`src/sv/aclp_pkg.sv`:
```
// Shared types and constants of the command line parser.
`timescale 1ns / 1ps
package aclp_pkg;
    localparam int LINE_DEPTH = 64;
    localparam int KEEP_MAX   = LINE_DEPTH - 1;
    localparam int AW         = $clog2(LINE_DEPTH);

    localparam logic [1:0] RESP_ERR = 2'd0;
    localparam logic [1:0] RESP_VER = 2'd1;
    localparam logic [1:0] RESP_OK  = 2'd2;
    localparam logic [1:0] RESP_SWP = 2'd3;

    localparam logic [1:0] GEN_NONE = 2'd0;
    localparam logic [1:0] GEN_ON   = 2'd1;
    localparam logic [1:0] GEN_OFF  = 2'd2;

    localparam logic [7:0] CH_CR  = 8'h0d;
    localparam logic [7:0] CH_LF  = 8'h0a;
    localparam logic [7:0] CH_TAB = 8'h09;
    localparam logic [7:0] CH_SP  = 8'h20;
    localparam logic [7:0] CH_NUL = 8'h00;

    localparam logic [31:0] CENTRE_RESET = 32'd10000000;
    localparam logic [31:0] SPAN_RESET   = 32'd100000;
    localparam logic [31:0] BAND_RESET   = 32'd100000;
    localparam logic [31:0] START_FLOOR  = 32'd10;

    localparam logic [0:0] REG_BAND_MIN = 1'd0;

    // Queue entry between front and back: one byte event.
    typedef struct packed {
        logic       abandon;
        logic [7:0] data;
    } t_evt;

    typedef struct packed {
        logic [1:0]  response;
        logic [1:0]  gen_action;
        logic [31:0] start_hz;
        logic [31:0] step_hz;
        logic [32:0] points;
    } t_result;

    function automatic logic is_white(input logic [7:0] c);
        return (c == CH_SP) || (c >= 8'd9 && c <= 8'd13);
    endfunction

    function automatic logic [7:0] lower(input logic [7:0] c);
        return (c >= 8'h41 && c <= 8'h5a) ? c + 8'd32 : c;
    endfunction

    function automatic logic is_digit(input logic [7:0] c);
        return c >= 8'h30 && c <= 8'h39;
    endfunction
endpackage

```
`src/sv/aclp_ram.sv`:
```
// Generic simple dual-port RAM (one write port, one read port) with registered read.
`timescale 1ns / 1ps
module aclp_ram #(
    parameter int WIDTH = 8,
    parameter int DEPTH = 64
) (
    input  logic                     i_clk,
    input  logic                     i_we,
    input  logic [$clog2(DEPTH)-1:0] i_waddr,
    input  logic [WIDTH-1:0]         i_wdata,
    input  logic [$clog2(DEPTH)-1:0] i_raddr,
    output logic [WIDTH-1:0]         o_rdata
);
    logic [WIDTH-1:0] r_mem [DEPTH];
    logic [WIDTH-1:0] r_rdata;

    always_ff @(posedge i_clk) begin
        if (i_we) begin
            r_mem[i_waddr] <= i_wdata;
        end
        r_rdata <= r_mem[i_raddr];
    end
    assign o_rdata = r_rdata;
endmodule

```
`src/sv/aclp_front.sv`:
```
// Front end: filters received bytes and queues line events.
`timescale 1ns / 1ps
module aclp_front import aclp_pkg::*; (
    input  logic       i_clk,
    input  logic       i_rst_n,
    input  logic       i_valid,
    output logic       o_ready,
    input  logic [7:0] i_rx_byte,
    input  logic       i_abandon_line,
    output logic       o_evt_valid,
    input  logic       i_evt_ready,
    output t_evt       o_evt
);
    // Two-entry queue.
    t_evt r_q [2];
    logic r_wp, n_wp, r_rp, n_rp;
    logic [1:0] r_cnt, n_cnt;
    logic push, pop, drop;
    t_evt evt;

    // Drop NUL, map tab to space.
    assign drop = !i_abandon_line && i_rx_byte == CH_NUL;
    assign evt.abandon = i_abandon_line;
    assign evt.data = (i_rx_byte == CH_TAB) ? CH_SP : i_rx_byte;

    assign o_ready = r_cnt != 2'd2;
    assign push = i_valid && o_ready && !drop;
    assign pop = o_evt_valid && i_evt_ready;
    assign o_evt_valid = r_cnt != 2'd0;
    assign o_evt = r_q[r_rp];

    always_comb begin
        n_wp = push ? !r_wp : r_wp;
        n_rp = pop ? !r_rp : r_rp;
        n_cnt = r_cnt + {1'b0, push} - {1'b0, pop};
    end

    always_ff @(posedge i_clk) begin
        if (!i_rst_n) begin
            r_wp <= 1'b0;
            r_rp <= 1'b0;
            r_cnt <= 2'd0;
        end else begin
            r_wp <= n_wp;
            r_rp <= n_rp;
            r_cnt <= n_cnt;
        end
        if (push) begin
            r_q[r_wp] <= evt;
        end
    end
endmodule

```
`src/sv/aclp_div.sv`:
```
// Restoring 32-bit divider, one quotient bit a cycle.
`timescale 1ns / 1ps
module aclp_div (
    input  logic        i_clk,
    input  logic        i_rst_n,
    input  logic        i_start,
    input  logic [31:0] i_num,
    input  logic [31:0] i_den,
    output logic        o_done,
    output logic [31:0] o_quot
);
    logic [31:0] r_q, r_d;
    logic [32:0] r_rem;
    logic [5:0]  r_cnt;
    logic        r_busy, r_done;
    logic [32:0] trial;

    assign trial = {r_rem[31:0], r_q[31]} - {1'b0, r_d};
    assign o_done = r_done;
    assign o_quot = r_q;

    always_ff @(posedge i_clk) begin
        if (!i_rst_n) begin
            r_busy <= 1'b0;
            r_done <= 1'b0;
        end else begin
            r_done <= 1'b0;
            if (i_start) begin
                r_busy <= 1'b1;
                r_cnt <= 6'd32;
                r_q <= i_num;
                r_d <= i_den;
                r_rem <= 33'd0;
            end else if (r_busy) begin
                // Shift in one numerator bit, subtract if it fits.
                if (!trial[32]) begin
                    r_rem <= trial;
                    r_q <= {r_q[30:0], 1'b1};
                end else begin
                    r_rem <= {r_rem[31:0], r_q[31]};
                    r_q <= {r_q[30:0], 1'b0};
                end
                r_cnt <= r_cnt - 6'd1;
                if (r_cnt == 6'd1) begin
                    r_busy <= 1'b0;
                    r_done <= 1'b1;
                end
            end
        end
    end
endmodule

```
`src/sv/aclp_back.sv`:
```
// Back end: stores the line and parses it at line end.
`timescale 1ns / 1ps
module aclp_back import aclp_pkg::*; (
    input  logic        i_clk,
    input  logic        i_rst_n,
    input  logic        i_evt_valid,
    output logic        o_evt_ready,
    input  t_evt        i_evt,
    input  logic [31:0] i_band_min_hz,
    output logic        o_valid,
    input  logic        i_ready,
    output t_result     o_res
);
    localparam logic [3:0] S_IDLE  = 4'd0;
    localparam logic [3:0] S_TRIMS = 4'd1;
    localparam logic [3:0] S_TRIME = 4'd2;
    localparam logic [3:0] S_CMD   = 4'd3;
    localparam logic [3:0] S_NUM   = 4'd4;
    localparam logic [3:0] S_EXEC  = 4'd5;
    localparam logic [3:0] S_DIV   = 4'd6;
    localparam logic [3:0] S_OUT   = 4'd7;

    localparam logic [2:0] K_FQ  = 3'd0;
    localparam logic [2:0] K_SW  = 3'd1;
    localparam logic [2:0] K_FRX = 3'd2;

    logic [3:0]    r_st;
    logic [AW-1:0] r_len, r_s, r_e, r_p, raddr;
    logic [AW-1:0] r_ra;
    logic          r_rd_ok;      // read data matches r_ra
    logic [7:0]    rdata;
    logic [7:0]    r_c [3];      // first three trimmed chars, lowered
    logic [1:0]    r_ci;
    logic [2:0]    r_kind;
    logic          r_dig, r_numend;
    logic [31:0]   r_v;
    logic [31:0]   r_centre, r_span;
    t_result       r_res;
    logic          r_ov;
    logic          we, dstart, ddone;
    logic [31:0]   dq;
    logic [AW-1:0] tlen;
    logic [35:0]   v10;

    assign o_evt_ready = (r_st == S_IDLE) && !r_ov;
    assign we = i_evt_valid && o_evt_ready && !i_evt.abandon &&
                i_evt.data != CH_CR && i_evt.data != CH_LF && r_len < AW'(KEEP_MAX);

    aclp_ram #(.WIDTH(8), .DEPTH(LINE_DEPTH)) u_ram (
        .i_clk(i_clk), .i_we(we), .i_waddr(r_len), .i_wdata(i_evt.data),
        .i_raddr(raddr), .o_rdata(rdata)
    );

    aclp_div u_div (
        .i_clk(i_clk), .i_rst_n(i_rst_n), .i_start(dstart),
        .i_num(r_span), .i_den(r_v), .o_done(ddone), .o_quot(dq)
    );

    assign raddr = r_p;
    assign tlen = r_e - r_s;
    assign dstart = (r_st == S_EXEC) && r_kind == K_FRX && r_dig && r_v != 32'd0;
    assign v10 = {1'b0, r_v, 3'd0} + {3'd0, r_v, 1'b0} + {32'd0, rdata[3:0]} - 36'd0;
    assign o_valid = r_ov;
    assign o_res = r_res;

    always_ff @(posedge i_clk) begin
        if (!i_rst_n) begin
            r_st <= S_IDLE;
            r_len <= '0;
            r_ov <= 1'b0;
            r_centre <= CENTRE_RESET;
            r_span <= SPAN_RESET;
            r_rd_ok <= 1'b0;
        end else begin
            r_ra <= r_p;
            if (r_ov && i_ready) begin
                r_ov <= 1'b0;
            end
            case (r_st)
                S_IDLE: begin
                    if (i_evt_valid && o_evt_ready) begin
                        if (i_evt.abandon) begin
                            r_len <= '0;
                        end else if (i_evt.data == CH_CR || i_evt.data == CH_LF) begin
                            r_e <= r_len;
                            r_s <= '0;
                            r_p <= '0;
                            r_len <= '0;
                            r_rd_ok <= 1'b0;
                            r_st <= S_TRIMS;
                        end else if (we) begin
                            r_len <= r_len + AW'(1);
                        end
                    end
                end
                // Advance start past white space; rdata is valid in the cycle after r_p.
                S_TRIMS: begin
                    r_rd_ok <= 1'b1;
                    if (r_s == r_e) begin
                        r_st <= S_TRIME;
                    end else if (r_rd_ok && r_ra == r_s) begin
                        if (is_white(rdata)) begin
                            r_s <= r_s + AW'(1);
                            r_p <= r_s + AW'(1);
                            r_rd_ok <= 1'b0;
                        end else begin
                            r_p <= r_e - AW'(1);
                            r_rd_ok <= 1'b0;
                            r_st <= S_TRIME;
                        end
                    end
                end
                S_TRIME: begin
                    r_rd_ok <= 1'b1;
                    if (r_e == r_s) begin
                        r_res <= '0;
                        r_ov <= 1'b1;
                        r_st <= S_OUT;
                    end else if (r_rd_ok && r_ra == r_e - AW'(1)) begin
                        if (is_white(rdata)) begin
                            r_e <= r_e - AW'(1);
                            r_p <= r_e - AW'(2);
                            r_rd_ok <= 1'b0;
                        end else begin
                            r_p <= r_s;
                            r_ci <= 2'd0;
                            r_rd_ok <= 1'b0;
                            r_c[0] <= 8'h00;
                            r_c[1] <= 8'h00;
                            r_c[2] <= 8'h00;
                            r_st <= S_CMD;
                        end
                    end
                end
                // Fetch up to three leading characters.
                S_CMD: begin
                    r_rd_ok <= 1'b1;
                    if (r_ci == 2'd3 || AW'(r_ci) == tlen) begin
                        r_st <= S_NUM;
                        r_dig <= 1'b0;
                        r_numend <= 1'b0;
                        r_v <= '0;
                        r_rd_ok <= 1'b0;
                        if (r_c[0] == 8'h66 && r_c[1] == 8'h71) begin
                            r_kind <= K_FQ;
                            r_p <= r_s + AW'(2);
                        end else if (r_c[0] == 8'h73 && r_c[1] == 8'h77) begin
                            r_kind <= K_SW;
                            r_p <= r_s + AW'(2);
                        end else begin
                            r_kind <= K_FRX;
                            r_p <= r_s + AW'(3);
                        end
                    end else if (r_rd_ok && r_ra == r_p) begin
                        r_c[r_ci] <= lower(rdata);
                        r_ci <= r_ci + 2'd1;
                        r_p <= r_p + AW'(1);
                        r_rd_ok <= 1'b0;
                    end
                end
                // Accumulate the digit run with saturation.
                S_NUM: begin
                    r_rd_ok <= 1'b1;
                    if (r_numend || r_p >= r_e) begin
                        r_st <= S_EXEC;
                    end else if (r_rd_ok && r_ra == r_p) begin
                        r_rd_ok <= 1'b0;
                        if (is_digit(rdata)) begin
                            r_dig <= 1'b1;
                            r_v <= (v10[35:32] != 4'd0) ? 32'hffffffff : v10[31:0];
                            r_p <= r_p + AW'(1);
                        end else begin
                            r_numend <= 1'b1;
                        end
                    end
                end
                S_EXEC: begin
                    r_res <= '0;
                    r_st <= S_OUT;
                    r_ov <= 1'b1;
                    if (tlen == AW'(3) && r_c[0] == 8'h76 && r_c[1] == 8'h65
                        && r_c[2] == 8'h72) begin
                        r_res.response <= RESP_VER;
                    end else if (tlen == AW'(2) && r_c[0] == 8'h6f && r_c[1] == 8'h6e) begin
                        r_res.response <= RESP_OK;
                        r_res.gen_action <= GEN_ON;
                    end else if (tlen == AW'(3) && r_c[0] == 8'h6f && r_c[1] == 8'h66
                                 && r_c[2] == 8'h66) begin
                        r_res.response <= RESP_OK;
                        r_res.gen_action <= GEN_OFF;
                    end else if (tlen >= AW'(2) &&
                                 ((r_c[0] == 8'h61 && r_c[1] == 8'h6d) ||
                                  (r_c[0] == 8'h70 && r_c[1] == 8'h68) ||
                                  (r_c[0] == 8'h64 && r_c[1] == 8'h65))) begin
                        r_res.response <= RESP_OK;
                    end else if (tlen >= AW'(2) && r_kind == K_FQ) begin
                        if (r_dig && r_v >= i_band_min_hz) begin
                            r_centre <= r_v;
                            r_res.response <= RESP_OK;
                        end
                    end else if (tlen >= AW'(2) && r_kind == K_SW) begin
                        if (r_dig) begin
                            r_span <= r_v;
                            r_res.response <= RESP_OK;
                        end
                    end else if (tlen >= AW'(3) && r_c[0] == 8'h66 && r_c[1] == 8'h72
                                 && r_c[2] == 8'h78 && r_dig && r_v != 32'd0) begin
                        r_ov <= 1'b0;
                        r_st <= S_DIV;
                    end
                end
                S_DIV: begin
                    if (ddone) begin
                        r_res.response <= RESP_SWP;
                        r_res.start_hz <= ({1'b0, r_span[31:1]} > r_centre) ? START_FLOOR
                                          : r_centre - {1'b0, r_span[31:1]};
                        r_res.step_hz <= dq;
                        r_res.points <= {1'b0, r_v} + 33'd1;
                        r_ov <= 1'b1;
                        r_st <= S_OUT;
                    end
                end
                // Hold until the result is taken.
                S_OUT: begin
                    if (!r_ov || i_ready) begin
                        r_st <= S_IDLE;
                    end
                end
                default: r_st <= S_IDLE;
            endcase
        end
    end
endmodule

```
`src/sv/analyzer_command_line_parser.sv`:
```
// Top level of the serial command line parser.
// Channels: input bytes (i_rx_byte, i_abandon_line) under i_valid/o_ready;
// results under o_valid/i_ready, one per CR or LF; config over APB.
// Ordinary bytes pass a two-entry queue and are stored in the line store.
// A line end walks the line store one read at a time for trimming,
// command letters and digits, then the frx command runs the 32-bit
// divider (one quotient bit a cycle).
// The back end takes no new event until its result is taken; while the
// receiver stalls, the front queue still takes up to two bytes.
// Reset (synchronous, active low) empties the line, sets centre 10 MHz,
// span 100 kHz and band minimum 100 kHz. No clearing pass is needed.
// Register 0 at address 0: band minimum in hertz, read back on prdata.
`timescale 1ns / 1ps
module analyzer_command_line_parser import aclp_pkg::*; (
    input  logic        i_clk,
    input  logic        i_rst_n,
    input  logic        i_valid,
    output logic        o_ready,
    input  logic [7:0]  i_rx_byte,
    input  logic        i_abandon_line,
    output logic        o_valid,
    input  logic        i_ready,
    output logic [1:0]  o_response,
    output logic [1:0]  o_gen_action,
    output logic [31:0] o_sweep_start_hz,
    output logic [31:0] o_sweep_step_hz,
    output logic [32:0] o_sweep_points,
    input  logic        psel,
    input  logic        penable,
    input  logic        pwrite,
    input  logic [0:0]  paddr,
    input  logic [31:0] pwdata,
    output logic [31:0] prdata,
    output logic        pready
);
    logic    evt_valid, evt_ready;
    t_evt    evt;
    t_result res;
    logic [31:0] r_band;

    // Config register.
    assign pready = 1'b1;
    assign prdata = (paddr == REG_BAND_MIN) ? r_band : 32'd0;
    always_ff @(posedge i_clk) begin
        if (!i_rst_n) begin
            r_band <= BAND_RESET;
        end else if (psel && penable && pwrite && paddr == REG_BAND_MIN) begin
            r_band <= pwdata;
        end
    end

    aclp_front u_front (
        .i_clk(i_clk), .i_rst_n(i_rst_n), .i_valid(i_valid), .o_ready(o_ready),
        .i_rx_byte(i_rx_byte), .i_abandon_line(i_abandon_line),
        .o_evt_valid(evt_valid), .i_evt_ready(evt_ready), .o_evt(evt)
    );

    aclp_back u_back (
        .i_clk(i_clk), .i_rst_n(i_rst_n), .i_evt_valid(evt_valid),
        .o_evt_ready(evt_ready), .i_evt(evt), .i_band_min_hz(r_band),
        .o_valid(o_valid), .i_ready(i_ready), .o_res(res)
    );

    assign o_response = res.response;
    assign o_gen_action = res.gen_action;
    assign o_sweep_start_hz = res.start_hz;
    assign o_sweep_step_hz = res.step_hz;
    assign o_sweep_points = res.points;

    // Only sweep results carry a point count.
    a_points: assert property (@(posedge i_clk) disable iff (!i_rst_n)
        o_valid && o_response != RESP_SWP |-> o_sweep_points == 33'd0)
        else $error("points set outside sweep result");
    // Generator action comes only with ok.
    a_gen: assert property (@(posedge i_clk) disable iff (!i_rst_n)
        o_valid && o_gen_action != GEN_NONE |-> o_response == RESP_OK)
        else $error("generator action without ok");
    // A stalled result holds.
    a_hold: assert property (@(posedge i_clk) disable iff (!i_rst_n)
        o_valid && !i_ready |=> o_valid && $stable(o_sweep_step_hz))
        else $error("result dropped while stalled");
endmodule
```
`config.mk`:
```
export PLATFORM = sky130hd
export DESIGN_NAME = analyzer_command_line_parser
export DESIGN_NICKNAME = d
export VERILOG_FILES = /design/src/sv/aclp_pkg.sv /design/src/sv/aclp_ram.sv /design/src/sv/aclp_front.sv /design/src/sv/aclp_div.sv /design/src/sv/aclp_back.sv /design/src/sv/analyzer_command_line_parser.sv
export SDC_FILE = /design/constraint.sdc
export NUM_CORES = 2
export LEC_CHECK = 0
export ABC_CLOCK_PERIOD_IN_PS = 9700
export BUFFER_PORTS_ARGS = -buffer_cell sky130_fd_sc_hd__buf_2
export CORE_MARGIN = 1.5
export CORE_UTILIZATION = 46
export CTS_CLUSTER_DIAMETER = 80
export DETAILED_ROUTE_END_ITERATION = 16
export HOLD_SLACK_MARGIN = 0.12
export PLACE_DENSITY_LB_ADDON = 0.3
export SYNTH_ARGS = -nofsm -noshare
export SYNTH_HDL_FRONTEND = slang
export SYNTH_SLANG_ARGS = --single-unit
```
`constraint.sdc`:
```
create_clock -name i_clk -period 9.7 [get_ports i_clk]
set_input_delay 0.97 -clock i_clk [delete_from_list [all_inputs] [get_ports i_clk]]
set_output_delay 0.97 -clock i_clk [all_outputs]
set_load 0.1 [all_outputs]
```
Word-level counts from Yosys, hierarchy flattened
Memories as Yosys holds them, arrays and structs flattened. A register that Yosys moved wholly into a read port is not among the register bits.
Index checks and enable logic that the tools add are counted.
{"block": "word_totals", "register_bits": 380, "ramBits": 554, "output_inout_bits": 136, "elab_cells": 377, "n_memories": 3}
{"name": "u_back.u_ram.r_mem", "words": 64, "width": 8, "read_ports": 1, "rd_clocked_by_memory_dff": 1, "wr": 1, "line": "aclp_ram.sv:14", "source": "logic [WIDTH-1:0] r_mem [DEPTH];"}
{"name": "u_back.r_c", "words": 3, "width": 8, "read_ports": 3, "rd_clocked_by_memory_dff": 0, "wr": 3, "line": "aclp_back.sv:32", "source": "logic [7:0] r_c [3];"}
{"name": "u_front.r_q", "words": 2, "width": 9, "read_ports": 1, "rd_clocked_by_memory_dff": 1, "wr": 1, "line": "aclp_front.sv:15", "source": "t_evt r_q [2];"}
{"block": "op_classes", "add_sub_neg": 18, "order_cmp": 12, "eq_ne": 70, "n_mux": 146, "n_bitwise": 8, "n_reduce_logical": 90}
{"operator": "32-bit two-way mux", "n": 11}
{"operator": "97-bit one-hot mux with 3 select lines", "n": 1}
{"operator": "6-bit two-way mux", "n": 29}
{"operator": "8-bit by 7-bit equality test with 1-bit output, second input constant", "n": 18}
{"operator": "101-bit two-way mux", "n": 1}
{"operator": "97-bit two-way mux", "n": 1}
{"operator": "4-bit two-way mux", "n": 20}
{"operator": "32-bit one-hot mux with 2 select lines", "n": 1}
{"operator": "1-bit two-way mux", "n": 51}
{"operator": "1-bit logical AND", "n": 44}
{"operator": "35-bit by 33-bit adder with 36-bit output", "n": 1}
{"operator": "36-bit by 4-bit adder with 36-bit output", "n": 1}
{"operator": "2-bit two-way mux", "n": 17}
{"operator": "32-bit by 1-bit adder with 33-bit output, second input constant", "n": 1}
{"operator": "33-bit by 32-bit subtractor with 33-bit output", "n": 1}
{"operator": "32-bit >= comparator", "n": 1}
{"operator": "31-bit by 32-bit greater-than comparator with 1-bit output", "n": 1}
{"operator": "4-bit one-hot mux with 8 select lines", "n": 1}
{"operator": "32-bit nonzero test", "n": 1}
{"operator": "32-bit by 31-bit subtractor with 32-bit output", "n": 1}
{"operator": "6-bit equality test", "n": 5}
{"operator": "6-bit one-hot mux with 5 select lines", "n": 1}
{"operator": "8-bit by 4-bit equality test with 1-bit output, second input constant", "n": 3}
{"operator": "8-bit two-way mux", "n": 3}
{"operator": "other kinds (60)", "n": 129}

Depth between registers and ports, before layout
{"block": "depth", "ltp_word": 15, "ltp_mapped": 16, "ltp_nobuf": 14}

Modules after synthesis
From an unflattened synthesis, not the netlist that was laid out.
{"block": "hier_totals", "hier_cells": 3481, "area_unflattened_um2": 45504.9}
{"mod": "aclp_ram", "n_inst": 1, "cells_per_inst": 972, "area_each_um2": 20190.6}
{"mod": "aclp_back", "n_inst": 1, "cells_per_inst": 1763, "area_each_um2": 16893.7}
{"mod": "aclp_div", "n_inst": 1, "cells_per_inst": 502, "area_each_um2": 5879.4}
{"mod": "analyzer_command_line_parser", "n_inst": 1, "cells_per_inst": 177, "area_each_um2": 1567.8}
{"mod": "aclp_front", "n_inst": 1, "cells_per_inst": 67, "area_each_um2": 973.4}

Worst setup path before layout
OpenSTA, ideal clock, no wires.
{"block": "synth_timing", "path_type": "register to register", "start": "register u_back.r_s[2]", "end": "register u_back.r_res (netlist bit u_back.o_res[0]), enable pin", "arrival_ps": 6561, "required_ps": 9111, "setup_slack_ps": 2550, "stages_incl_launch_ff": 10, "synth_period_minus_slack_ps": 7150, "cell_sequence": "edfxtp_1 clkbuf_1 inv_1 ha_1 nand3_1 or4_1 clkbuf_1 nor2_1 a21oi_1 a21oi_1"}
{"block": "synth_via", "elab_chain_cells": 3}
{"element": "start: declaration", "line": "aclp_back.sv:28", "source": "logic [AW-1:0] r_len, r_s, r_e, r_p, raddr;"}
{"element": "start signal: assignment", "line": "aclp_back.sv:103", "source": "r_s <= r_s + AW'(1);"}
{"element": "6-bit equality test", "line": "aclp_back.sv:115", "source": "if (r_e == r_s) begin"}
{"element": "2-bit by 1-bit != test with 1-bit output (no source line)"}
{"element": "4-bit AND reduction (no source line)"}
{"element": "end: declaration", "line": "aclp_back.sv:38", "source": "t_result r_res;"}
Every way passes these cells.
A chain may end at the register's enable or synchronous reset.

Worst setup path after layout
{"block": "layout_timing", "start": "register u_back.r_v[2]", "end": "register u_back.r_v[28], data pin"}
{"block": "layout_via", "elab_chain_cells": 8}
{"element": "start: declaration", "line": "aclp_back.sv:36", "source": "logic [31:0] r_v;"}
{"element": "start signal: assignment", "line": "aclp_back.sv:170", "source": "r_v <= (v10[35:32] != 4'd0) ? 32'hffffffff : v10[31:0];"}
{"element": "35-bit by 33-bit adder with 36-bit output *", "line": "aclp_back.sv:62", "source": "assign v10 = {1'b0, r_v, 3'd0} + {3'd0, r_v, 1'b0} + {32'd0, rdata[3:0]} - 36'd0;"}
{"element": "36-bit by 4-bit adder with 36-bit output *", "line": "aclp_back.sv:62"}
{"element": "4-bit nonzero test", "line": "aclp_back.sv:170"}
{"element": "32-bit two-way mux *", "line": "aclp_back.sv:170"}
{"element": "32-bit two-way mux *", "line": "aclp_back.sv:168", "source": "if (is_digit(rdata)) begin"}
{"element": "32-bit two-way mux *", "line": "aclp_back.sv:166", "source": "end else if (r_rd_ok && r_ra == r_p) begin"}
{"element": "32-bit two-way mux *", "line": "aclp_back.sv:164", "source": "if (r_numend || r_p >= r_e) begin"}
{"element": "32-bit one-hot mux with 2 select lines *", "line": "aclp_back.sv:79", "source": "case (r_st)"}
Mark *: on every way between the ends. The rest lies on a longest branch, timed or not. The select of a mux whose other input is x is not followed.

==> tab_implementation.tex <==
\begin{tabular}{lr}
\hline
Metric & Value \\
\hline
\multicolumn{2}{l}{\textbf{Global routing}} \\
Initial antenna violation count & 4 \\
Global-route wire length before repair & 172,000 um \\
Overflow after GRT & 0 \\
Tot GR Track Use & 22.5\% \\
Largest net degree at the start of global routing & 103 \\
Number of global-route vias before repair & 28,920 \\
\multicolumn{2}{l}{\textbf{STA}} \\
Final Max Tran Viols & 0 \\
Setup repair after global routing missed its margin & false \\
Worst Skew & 0.0245 ns \\
Setup-failing EPs final & 0 \\
Setup Total Neg Slack & 0 ns \\
Endpoints failing hold & 0 \\
Minimum clock period after layout & 5.11 ns \\
Final critical-path share of the clock period & 52.6\% \\
Actual transition at the worst max-transition pin & 1.23 ns \\
Fmax & 0.196 GHz \\
Worst-case headroom to the max-slew limit & 17.4\% \\
Worst hold slack after final layout & 0.464 ns \\
\multicolumn{2}{l}{\textbf{Pwr}} \\
Maximum vdd drop & 0.190 mV \\
Leakage power figure & 18.8 nW \\
Power density cells & 182 nW/um\^{}2 \\
\multicolumn{2}{l}{\textbf{Yosys}} \\
Number of distinct library cell variants in the gate-level netlist after synthesis & 98 \\
Synth Flop Type & edfxtp\_1 \\
Count of warnings emitted by yosys & 0 \\
Most numerous cell types in the synthesized netlist & edfxtp\_1 (819), nor2\_1 (293), nand2\_1 (254) \\
Main combinational cell family by area after synthesis & simple AND/OR/NAND/NOR gates \\
Number of enable-type register cells in the synthesized netlist & 819 \\
Syn\_nets & 3,799 \\
Async SR Flop Fraction & 0\% \\
Area fraction of the dominant cell type after synthesis & 54.5\% \\
Cells after synthesis & 3,550 \\
Simple-Gate Fraction of Synth Area & 9.90\% \\
Synthesized area per cell & 12.7 um\^{}2 \\
Register bit total from synthesis & 941 \\
Leading cell types by total area after synthesis & edfxtp\_1 (55\%), dfxtp\_1 (5.4\%), ha\_1 (5.4\%), mux2i\_1 (3.7\%), mux4\_2 (3.6\%) \\
Post-synthesis xor/xnor area fraction & 2.81\% \\
Most common cell in the netlist & edfxtp\_1 \\
Arithmetic-cell share of the synthesized area counting full adders, half adders and majority gates & 5.63\% \\
Dominant cell type by area after synthesis & edfxtp\_1 \\
Share of the synthesized area in compound gates (AO/OA/AOI/OAI) & 9.67\% \\
Sequential element share of the synthesized area & 59.9\% \\
Area of the mapped netlist & 45,100 um\^{}2 \\
Portion of netlist area occupied by mux cells & 9.16\% \\
\multicolumn{2}{l}{\textbf{Critical path}} \\
Endpoint of the worst setup timing path & u\_back.r\_v[28] \\
Type of origin of the critical path & flop \\
Worst r2r dst & u\_back.r\_v[28] \\
Largest fanout on the critical path & 27 \\
Required time of the critical path & 10.04 ns \\
FF-to-FF Start & u\_back.r\_v[2] \\
Type of element capturing the critical path & flop \\
Depth of the worst register-to-register path & 12 \\
CP Class & reg -> reg \\
Arrival time at the worst endpoint & 5.45 ns \\
Worst setup path startpoint & u\_back.r\_v[2] \\
Setup slack, reg-to-reg & 4.59 ns \\
\multicolumn{2}{l}{\textbf{Finish}} \\
Net count of the finished layout & 3,955 \\
FILL cells & 8,241 \\
Layout-stage area growth over the synthesis result & 12.3\% \\
Proportion of layout cells with a drive suffix above 1 & 14.8\% \\
\multicolumn{2}{l}{\textbf{Die}} \\
Die Footprint & 100,000 um\^{}2 \\
Die outline height & 316 um \\
Initial core utilization & 46.5\% \\
Core area & 97,000 um\^{}2 \\
Die X-Extent & 316 um \\
I/O pin total & 185 \\
Rows & 114 \\
\multicolumn{2}{l}{\textbf{Clock network}} \\
H-tree depth reported by CTS & 3 \\
TritonCTS clock tree & built \\
Clock-pin slew of the registers on the worst-case setup and hold paths & 0.06 ns \\
Hold buffer count at cts & 0 \\
TritonCTS sink count & 941 \\
CTS Root Cell & clkbuf\_16 \\
Clock Latency Late Sink & 0.67 ns \\
Count of instances resized after the clock tree is built & 0 \\
Clock tree buffer depth & 3 \\
Buffer count from post-CTS setup fixing & 0 \\
Number of buffers created by CTS & 99 \\
\multicolumn{2}{l}{\textbf{Drt}} \\
Count of vias placed by the detailed router & 29,188 \\
Via-per-instance ratio & 5.76 \\
Remaining DRCs & 0 \\
Average wire length per cell after detail routing & 22.3 um \\
Detailed-router iteration count before antenna repair & 5 \\
Antenna viol nets, final & 0 \\
Total wire length & 113,000 um \\
Number of DRC markers after the initial detailed-route iteration & 2,645 \\
\multicolumn{2}{l}{\textbf{Hold path}} \\
Hold crit path type & reg -> reg \\
\multicolumn{2}{l}{\textbf{Run status}} \\
Status & finished clean \\
\multicolumn{2}{l}{\textbf{Placed design}} \\
Final HPWL from detailed placement & 73,800 um \\
Port bufs & 183 \\
RD Place Congestion & 0.916 \\
\multicolumn{2}{l}{\textbf{Job}} \\
Max capacitance violation total & 0 \\
\hline
\end{tabular}
## per-stage QoR
step	std cells	utilization [%]	worst slack (ns)	instance area (um^2)	total power, mW
after CTS	5063	52.2	4.66	50700	9.28
after global placement	4881	48.8	4.87	47300	5.36
after global routing	5063	52.2	4.23	50700	9.49
final	5064	52.2	4.59	50700	9.22
after floorplan	3550	-	2.55	45100	5.11
after detailed placement	4881	48.8	4.70	47300	5.38
## flip-flops by register name, indices dropped and copies added (netlist names), 8 cells and up, named ones only
name                  count
u_back.u_div.o_quot      32
r_band                   32
u_back.u_ram.o_rdata      8
u_back.u_ram.r_mem      512
u_front.r_q              18
u_back.o_res            101
u_back.r_centre          32
u_back.r_span            32
u_back.u_div.r_rem       32
u_back.r_v               32
u_back.u_div.r_d         32
u_back.r_c               24
## metal layers
metal	part of all wire [%]	wire length (um)	vias to the layer above	global-route usage (%)
li1	-	-	13625	-
met1	42	47200	14382	29.2
met2	49	55500	955	38.4
met3	5.6	6300	224	3.18
met4	3.5	3910	2	8.03
met5	0.0080	9	-	0
## cells in the final DEF, fill, tap and decap left out, types with 61 or more instances in the layout
cell | netlist | routed
a21o_1 | 61 | 61
a21oi_1 | 218 | 216
and3_1 | 68 | 68
buf_2 | 13 | 182
clkbuf_16 | 0 | 100
dfxtp_1 | 122 | 122
edfxtp_1 | 819 | 819
ha_1 | 195 | 195
inv_1 | 161 | 161
mux2_2 | 73 | 73
mux2i_1 | 169 | 169
mux4_2 | 72 | 72
nand2_1 | 254 | 252
nand3_1 | 67 | 67
nor2_1 | 293 | 293
o21ai_0 | 147 | 147
xnor2_1 | 76 | 76
xor2_1 | 67 | 67
## worst min-delay path by stage
stage,startpoint,end,slack [ns],cells past startpoint
2_1_floorplan,u_back.u_div.r_busy,u_back.u_div.o_done,0.42,2
3_3_place_gp,r_band[26],r_band[26],0.45,2
3_5_place_dp,r_band[28],r_band[28],0.46,2
5_1_grt,r_band[27],r_band[27],0.49,2
4_1_cts,r_band[28],r_band[28],0.47,2
6_report,r_band[19],r_band[19],0.46,2
## layout make-up
cell class              instances  area (um^2)  area share, %
inverters                     163          612           1.21
repair buffers                222         1220           2.42
clock inverters                64          747           1.47
flip-flops and latches        941        27000           53.4
clock buffers                 118         2600           5.13
well taps                    1276         1600           3.15
diodes                          1         2.50        0.00494
multi-input cells            2279        16800           33.2
## critical path: stages (launching register included)
cell and delay (ns):
edfxtp_1 0.59, fa_1 0.59, fa_1 0.50, a211o_1 0.28, a21oi_1 0.29, a211oi_1 0.16
o211ai_1 0.23, a21oi_1 0.11, o21ai_0 0.30, nor4b_1 0.33, mux2i_1 0.18, nor2_2 0.95
a41oi_1 0.26
## report_power, final
group | total [mW] | switching (mW) | internal (mW)
Clock | 3.93 | 1.61 | 2.32
Combinational | 0.602 | 0.477 | 0.126
Sequential | 4.69 | 0.0332 | 4.66
Total | 9.22 | 2.12 | 7.10
## kinds of logic after synthesis
family                     count (synthesis)
DFF                                      941
xor gates and xnor gates                 144
buffers and inverters                    330
muxes                                    314
AOI/OAI and AO/OA                        687
other                                      1
and+or+nand+nor                          933
adders and majority gates                200
Power figures use the tool's default switching activity.
